<file path="src/gdad_pkg.sv">
`default_nettype none

package gdad_pkg;

    // Calendar limits
    localparam logic [13:0] YEAR_MAX = 14'd9999;
    localparam logic [3:0]  MONTH_JAN = 4'd1;
    localparam logic [3:0]  MONTH_FEB = 4'd2;
    localparam logic [3:0]  MONTH_DEC = 4'd12;
    localparam logic [4:0]  DAY_FIRST = 5'd1;
    localparam logic [4:0]  DAY_LAST_DEC = 5'd31;

    // Year split into century and year-of-century: q = (y * 5243) >> 19
    // gives y / 100 exactly for every year up to the limit.
    localparam logic [12:0] RECIP_100   = 13'd5243;
    localparam int          RECIP_SHIFT = 19;
    localparam logic [6:0]  CENT_LAST   = 7'd99;
    localparam logic [13:0] CENT_YEARS  = 14'd100;

    typedef struct packed {
        logic [4:0]  start_day;
        logic [3:0]  start_month;
        logic [13:0] start_year;
        logic [15:0] days_to_add;
    } gdad_in_t;

    typedef struct packed {
        logic [4:0]  new_day;
        logic [3:0]  new_month;
        logic [13:0] new_year;
        logic        year_overflow;
    } gdad_out_t;

    // Commands from the sequencer to the year counter
    typedef struct packed {
        logic        load;
        logic        split;
        logic        inc;
        logic [13:0] year;
    } gdad_yctl_t;

    // Days in a month (month already limited to 1..12)
    function automatic logic [4:0] month_days(input logic [3:0] m, input logic leap);
        logic [4:0] len;
        begin
            unique case (m)
                4'd2:                      len = leap ? 5'd29 : 5'd28;
                4'd4, 4'd6, 4'd9, 4'd11:   len = 5'd30;
                default:                   len = 5'd31;
            endcase
            return len;
        end
    endfunction

endpackage

`default_nettype wire

</file>
<file path="src/gregorian_date_add_days.sv">
`default_nettype none
// Gregorian date adder: start date plus an unsigned day count.
// Input channel item_valid / item_stall / item carries one beat with the start
// day, month, year and the count of days. Output channel result_valid /
// result_stall / result carries the new date and the overflow flag.
// Out-of-range fields are first limited: month to 1..12, year to 9999,
// day to 1..length of that month.
// The walk takes one month per cycle through a single shared subtractor.
// The year is split, the day limited, then the walk runs until the result
// beat turns valid; one beat is in flight at a time, so a new item is taken
// only after the last result beat has been taken, and item_stall stays high
// from the accept until the result beat has been taken.
// A walk past December 9999 stops and returns 31 Dec 9999 with the
// overflow flag set.
// While result_stall is high the result beat holds steady and the block
// takes no new item. Reset empties the block: no result is pending and the
// input is open.
module gregorian_date_add_days (
    input  wire                 clk,
    input  wire                 rst_n,
    input  wire                 item_valid,
    output logic                item_stall,
    input  wire gdad_pkg::gdad_in_t item,
    output logic                result_valid,
    input  wire                 result_stall,
    output gdad_pkg::gdad_out_t result
);
    import gdad_pkg::*;

    localparam logic [2:0] S_IDLE  = 3'd0;
    localparam logic [2:0] S_SPLIT = 3'd1;
    localparam logic [2:0] S_CLAMP = 3'd2;
    localparam logic [2:0] S_WALK  = 3'd3;
    localparam logic [2:0] S_DONE  = 3'd4;

    logic [2:0]  state_reg, state_next;
    logic [4:0]  day_reg, day_next;
    logic [3:0]  month_reg, month_next;
    logic [15:0] rem_reg, rem_next;
    logic        ovf_reg, ovf_next;

    gdad_yctl_t  yctl;
    logic [13:0] year;
    logic        leap;
    logic        accept;
    logic [4:0]  len;
    logic [4:0]  left;
    logic [16:0] diff;
    logic [3:0]  month_in;
    logic [13:0] year_in;

    gdad_year_ctr u_year (
        .clk   (clk),
        .rst_n (rst_n),
        .ctl   (yctl),
        .year  (year),
        .leap  (leap)
    );

    assign accept = item_valid && !item_stall;
    assign len    = month_days(month_reg, leap);

    // Shared unit: days left in this month, then count minus (left + 1)
    assign left = len - day_reg;
    assign diff = {1'b0, rem_reg} - ({12'd0, left} + 17'd1);

    // Limit the incoming month and year
    always_comb
    begin
        priority if (item.start_month == 4'd0)
            month_in = MONTH_JAN;
        else if (item.start_month > MONTH_DEC)
            month_in = MONTH_DEC;
        else
            month_in = item.start_month;
        year_in = (item.start_year > YEAR_MAX) ? YEAR_MAX : item.start_year;
    end

    // Sequencer
    always_comb
    begin
        state_next = state_reg;
        day_next   = day_reg;
        month_next = month_reg;
        rem_next   = rem_reg;
        ovf_next   = ovf_reg;
        yctl       = '{load: 1'b0, split: 1'b0, inc: 1'b0, year: year_in};

        unique case (state_reg)
            S_IDLE:
            begin
                if (accept)
                begin
                    day_next   = item.start_day;
                    month_next = month_in;
                    rem_next   = item.days_to_add;
                    ovf_next   = 1'b0;
                    yctl.load  = 1'b1;
                    state_next = S_SPLIT;
                end
            end
            S_SPLIT:
            begin
                yctl.split = 1'b1;
                state_next = S_CLAMP;
            end
            S_CLAMP:
            begin
                priority if (day_reg == 5'd0)
                    day_next = DAY_FIRST;
                else if (day_reg > len)
                    day_next = len;
                else
                    day_next = day_reg;
                state_next = S_WALK;
            end
            S_WALK:
            begin
                if (rem_reg == 16'd0)
                begin
                    state_next = S_DONE;
                end
                else if (!diff[16])
                begin
                    // Cross into the next month
                    rem_next = diff[15:0];
                    day_next = DAY_FIRST;
                    if (month_reg == MONTH_DEC)
                    begin
                        if (year >= YEAR_MAX)
                        begin
                            ovf_next   = 1'b1;
                            day_next   = DAY_LAST_DEC;
                            state_next = S_DONE;
                        end
                        else
                        begin
                            month_next = MONTH_JAN;
                            yctl.inc   = 1'b1;
                        end
                    end
                    else
                    begin
                        month_next = month_reg + 4'd1;
                    end
                end
                else
                begin
                    // Remaining days fit in this month
                    day_next   = day_reg + rem_reg[4:0];
                    rem_next   = 16'd0;
                    state_next = S_DONE;
                end
            end
            S_DONE:
            begin
                if (!result_stall)
                    state_next = S_IDLE;
            end
            default:
            begin
                state_next = S_IDLE;
            end
        endcase
    end

    // Hold state and walk registers
    always_ff @(posedge clk or negedge rst_n)
    begin
        if (!rst_n)
        begin
            state_reg <= S_IDLE;
            day_reg   <= '0;
            month_reg <= '0;
            rem_reg   <= '0;
            ovf_reg   <= 1'b0;
        end
        else
        begin
            state_reg <= state_next;
            day_reg   <= day_next;
            month_reg <= month_next;
            rem_reg   <= rem_next;
            ovf_reg   <= ovf_next;
        end
    end

    assign item_stall           = (state_reg != S_IDLE);
    assign result_valid         = (state_reg == S_DONE);
    assign result.new_day       = day_reg;
    assign result.new_month     = month_reg;
    assign result.new_year      = year;
    assign result.year_overflow = ovf_reg;

`ifndef SYNTH
    a_one_in_flight: assert property (@(posedge clk) disable iff (!rst_n)
        result_valid |-> item_stall)
        else $error("result pending while input open");

    a_accept_starts: assert property (@(posedge clk) disable iff (!rst_n)
        accept |=> (state_reg == S_SPLIT))
        else $error("accepted beat did not start the walk");

    a_day_in_month: assert property (@(posedge clk) disable iff (!rst_n)
        (state_reg == S_WALK) |-> (day_reg != 5'd0 && day_reg <= len))
        else $error("day outside its month during walk");

    a_month_range: assert property (@(posedge clk) disable iff (!rst_n)
        (state_reg == S_WALK) |-> (month_reg != 4'd0 && month_reg <= MONTH_DEC))
        else $error("month out of range during walk");

    a_ovf_date: assert property (@(posedge clk) disable iff (!rst_n)
        (result_valid && result.year_overflow) |->
            (result.new_day == DAY_LAST_DEC && result.new_month == MONTH_DEC))
        else $error("overflow result not 31 December");
`endif

endmodule

`default_nettype wire

</file>
<file path="src/gdad_year_ctr.sv">
`default_nettype none

module gdad_year_ctr (
    input  wire                  clk,
    input  wire                  rst_n,
    input  wire gdad_pkg::gdad_yctl_t ctl,
    output logic [13:0]          year,
    output logic                 leap
);
    import gdad_pkg::*;

    logic [13:0] year_reg;
    logic [6:0]  cent_reg;
    logic [6:0]  yoc_reg;
    logic [26:0] prod_reg;

    logic [6:0]  cent_split;
    logic [13:0] cent_base;
    logic [13:0] yoc_wide;

    // Take the quotient from the registered product, then the remainder
    always_comb
    begin
        cent_split = prod_reg[RECIP_SHIFT +: 7];
        cent_base  = 14'({7'd0, cent_split} * CENT_YEARS);
        yoc_wide   = year_reg - cent_base;
    end

    // Load, split, or advance the year
    always_ff @(posedge clk or negedge rst_n)
    begin
        if (!rst_n)
        begin
            year_reg <= '0;
            cent_reg <= '0;
            yoc_reg  <= '0;
            prod_reg <= '0;
        end
        else if (ctl.load)
        begin
            year_reg <= ctl.year;
            prod_reg <= {13'd0, ctl.year} * {14'd0, RECIP_100};
        end
        else if (ctl.split)
        begin
            cent_reg <= cent_split;
            yoc_reg  <= yoc_wide[6:0];
        end
        else if (ctl.inc)
        begin
            year_reg <= year_reg + 14'd1;
            if (yoc_reg == CENT_LAST)
            begin
                yoc_reg  <= '0;
                cent_reg <= cent_reg + 7'd1;
            end
            else
            begin
                yoc_reg <= yoc_reg + 7'd1;
            end
        end
    end

    // Leap: divisible by 4, centuries only when divisible by 400
    assign year = year_reg;
    assign leap = (yoc_reg != 7'd0) ? (yoc_reg[1:0] == 2'd0) : (cent_reg[1:0] == 2'd0);

endmodule

`default_nettype wire
</file>
<file path="config.mk">
export PLATFORM = sky130hd
export DESIGN_NAME = gregorian_date_add_days
export DESIGN_NICKNAME = d
export VERILOG_FILES = /design/src/gdad_pkg.sv /design/src/gregorian_date_add_days.sv /design/src/gdad_year_ctr.sv
export SDC_FILE = /design/constraint.sdc
export NUM_CORES = 1
export LEC_CHECK = 0
export BUFFER_PORTS_ARGS = -buffer_cell sky130_fd_sc_hd__buf_2
export CAP_MARGIN = 20
export CORE_MARGIN = 3
export CORE_UTILIZATION = 62
export DETAILED_ROUTE_END_ITERATION = 10
export PLACE_DENSITY = 0.8
export SLEW_MARGIN = 5
export SYNTH_ARGS = -nofsm -noshare
export SYNTH_HDL_FRONTEND = slang
export SYNTH_SLANG_ARGS = --single-unit
</file>
<file path="constraint.sdc">
create_clock -name clk -period 4.7 [get_ports clk]
set_input_delay 0.94 -clock clk [delete_from_list [all_inputs] [get_ports clk]]
set_output_delay 0.94 -clock clk [all_outputs]
set_load 0.02 [all_outputs]
</file>
==> summary.txt <==
Global routing
  – Vias in the first global route: 7,308
  – Initial antenna violation count: 0
  – Largest net degree at the start of global routing: 41
  – Tot GR Track Use: 31.7%
  – Grt ovf: 0
  – Global-route wire length before repair: 35.6 mm

Routing
  – Initial DRC count: roughly 600
  – Pre-antenna DRT Iters: 6
  – DR vias: 7,252
  – DR DRC count: 0
  – Number of nets with antenna violations after routing: 0
  – Via-to-Cell Ratio: 6.01
  – WL final: roughly 22 mm
  – Wire per inst: 18.1 µm

Cells and area
  – Share of layout cells above drive strength 1: 26.6%
  – Leading cell types in the layout, fill and taps excluded: inv_1, buf_4, ha_1
  – Number of flip-flops in the largest register: 16
  – Util after Layout: 79.5%
  – NumNets Final: 1,239
  – Ant. Diodes: 0
  – Layout area overhead: 24.7%
  – Fin cells: 1,207
  – Most common cell after layout, fill and taps aside: inv_1

Die
  – CORE AREA: 12,100 µm²
  – Ports: 69
  – FP Rows: 40
  – Die area: roughly 14,000 µm²
  – Initial Utilization: between 60% and 70%
  – DIE HEIGHT: 117 µm
  – Chip width: between 100 and 150 µm

Clock tree
  – Clock buffer depth: 2
  – # hold bufs at CTS: 0
  – CTS Buf Count: 9
  – Clock sinks: 57
  – CTS root buffer: clkbuf_16
  – Clock Latency Late Sink: 330 ps
  – Reg clk slew, reported paths: 50 ps
  – H-tree Lvls: 3
  – CTS tree: done

Worst hold path
  – Min-Delay Path Class: reg2reg
  – Worst Hold End: u_year.prod_reg[23]
  – Hold_sp: u_year.prod_reg[23]
  – Hold depth: 2

Setup path
  – Startpoint types: primary input
  – CP max stage delay: 520 ps
  – R2r worst-path depth: 16
  – Crit path kind: in2reg
  – Arrival @ worst endpoint: 5700 ps
  – Reg-to-Reg End: u_year.yoc_reg[6]
  – CP max FO: 8
  – Crit path capture type: register
  – Crit-path slowest cell: fa_1
  – Worst endpoint required time: 4900 ps
  – Worst r2r src: u_year.yoc_reg[3]
  – R2R Setup Slk: between 200 and 300 ps
  – CP cell instances: buf_8, nor4_4, nor2_2, o31ai_4, buf_12, buf_6, nand2_4, ha_4, a21o_1, ha_4, fa_1, fa_1, inv_1, fa_1, inv_2, ha_4, a21oi_4, nor2_4, nor4b_4, a32oi_2, and4b_1, or3_1

Placement
  – Hpwl dp: 16.4 mm
  – Setup WS pre-CTS: -1350 ps
  – Cells after DPL: 1,185
  – Final RePlAce weighted congestion: 0.958
  – Port bufs: 68

Yosys
  – Fraction of registers with async set/reset: between 90% and 100%
  – Mapped Cells: 887
  – Seq cells post-synth: 57
  – Post-synth EDFFs: 0
  – Post-Syn Area: 7690 µm²
  – Post-synth top flop: dfrtp_1
  – Distinct cells, synth: between 70 and 80
  – Syn avg cell area: 8.67 µm²
  – Post-synthesis sequential area ratio: 18.5%
  – Top cells by area, synth: dfrtp_1, ha_1, fa_1
  – Area leader, netlist: dfrtp_1
  – Syn_nets: 1,092
  – Top cell type's share of synthesized area: between 10% and 20%
  – Synthesis warning total: 0

Outcome
  – Failing checks: negative setup slack
  – Run status: finished, violations left

STA
  – Final period util: 117%
  – Setup-failing EPs final: 5
  – Final Skew: 10.4 ps
  – RSZ-0062 raised after global routing: yes
  – Fmax: 182 MHz
  – Slew HR: 30.6%
  – Hold Vio Cnt, Final: 0
  – Slew @ Worst Pin: between 1000 and 1500 ps
  – Max-slew violation count: 0
  – Tmin final: 5500 ps
  – Final worst slack: -800 ps

Power
  – Total power: ~7.5 mW
  – LEAKAGE: ~4.7 nW
  – Max IR drop VDD: roughly 0.0011 V
  – Power density over the cells: between 700 and 800 nW/µm²

Job
  – Max Cap Viol: 0
[synth_stat cells, drive strengths merged, types with 4 or more instances]
| library cell | n |
|---|---|
| o2bb2ai | 5 |
| xnor2 | 43 |
| o221ai | 4 |
| nor2b | 7 |
| or4 | 6 |
| inv | 117 |
| a31oi | 7 |
| a21o | 14 |
| mux2 | 9 |
| or3 | 9 |
| buf | 14 |
| nand4 | 14 |
| nor2 | 55 |
| mux2i | 11 |
| o311ai | 4 |
| nand2 | 69 |
| nand3 | 26 |
| and2 | 14 |
| o31ai | 6 |
| nor3 | 14 |
| nand2b | 15 |
| nor4 | 7 |
| ha | 107 |
| clkbuf | 19 |
| dfrtp | 57 |
| o211ai | 8 |
| and3 | 19 |
| o21ai | 50 |
| a21oi | 55 |
| a32oi | 5 |
| fa | 55 |
| xor2 | 7 |
[kinds of logic after synthesis]
family / synth area share (%)
and+or+nand+nor: 17.8
xor gates and xnor gates: 5.69
buffers and inverters: 7.84
muxes: 2.75
adders and majority gates: 31.7
DFF: 18.5
other: 0.0488
AOI/OAI and AO/OA: 15.6
[how the worst max path moves through the flow]
stage / startpoint / end / slack [ps] / depth (start not counted)
global route: item[20] / u_year.prod_reg[21] / -940 / 22
floorplan: item[21] / u_year.prod_reg[21] / -1180 / 21
detailed placement: item[21] / u_year.prod_reg[21] / -1350 / 21
global placement: item[21] / u_year.prod_reg[21] / -1090 / 21
CTS: item[20] / u_year.prod_reg[21] / -670 / 22
finish: item[20] / u_year.prod_reg[21] / -800 / 22
[layout make-up]
cell class / count / area (µm²)
Timing Repair Buffer: 169 / 1160
Fill cell: 760 / 2470
Clock inverter: 5 / 55.1
Inverter: 117 / 439
Tap cell: 168 / 210
Multi-Input combinational cell: 680 / 6060
Clock buffer: 11 / 243
Sequential cell: 57 / 1430
[through the flow]
step,hold slack [ps],cell area (µm²),TNS [ps]
2_1_floorplan,464,7860,-4790
3_3_place_gp,496,8950,-5010
3_5_place_dp,507,8950,-5770
4_1_cts,519,9540,-2920
5_1_grt,543,9590,-4140
6_report,517,9590,-3410
[power breakdown]
| part | total, mW | internal [mW] | switching [mW] |
|---|---|---|---|
| sequential | 1.06 | 0.729 | 0.327 |
| combinational | 5.77 | 2.60 | 3.17 |
| clock | 0.653 | 0.422 | 0.231 |
| total | 7.48 | 3.75 | 3.72 |
[what timing repair did]
item                       in CTS  in global routing
pin swaps                      30                 16
setup endpoints to repair       5                  5
resized for setup              54                 14
gates cloned                    1                  0
buffers inserted                5                  0
[worst max-delay path, delay by kind of cell]
kind | cells | cell delay, ps
and+or+nand+nor | 7 | 1310
AOI/OAI and AO/OA | 4 | 790
buffers and inverters | 5 | 510
adders and majority gates | 6 | 2150
[metal layers]
layer	up-vias	wire length (µm)	GRT usage, %
li1	3362	-	-
met1	3515	8710	37.6
met2	290	11100	56.5
met3	85	1110	4.58
met4	0	965	14.9
met5	-	0	0
No activity file was read; power rests on OpenSTA's default activity.
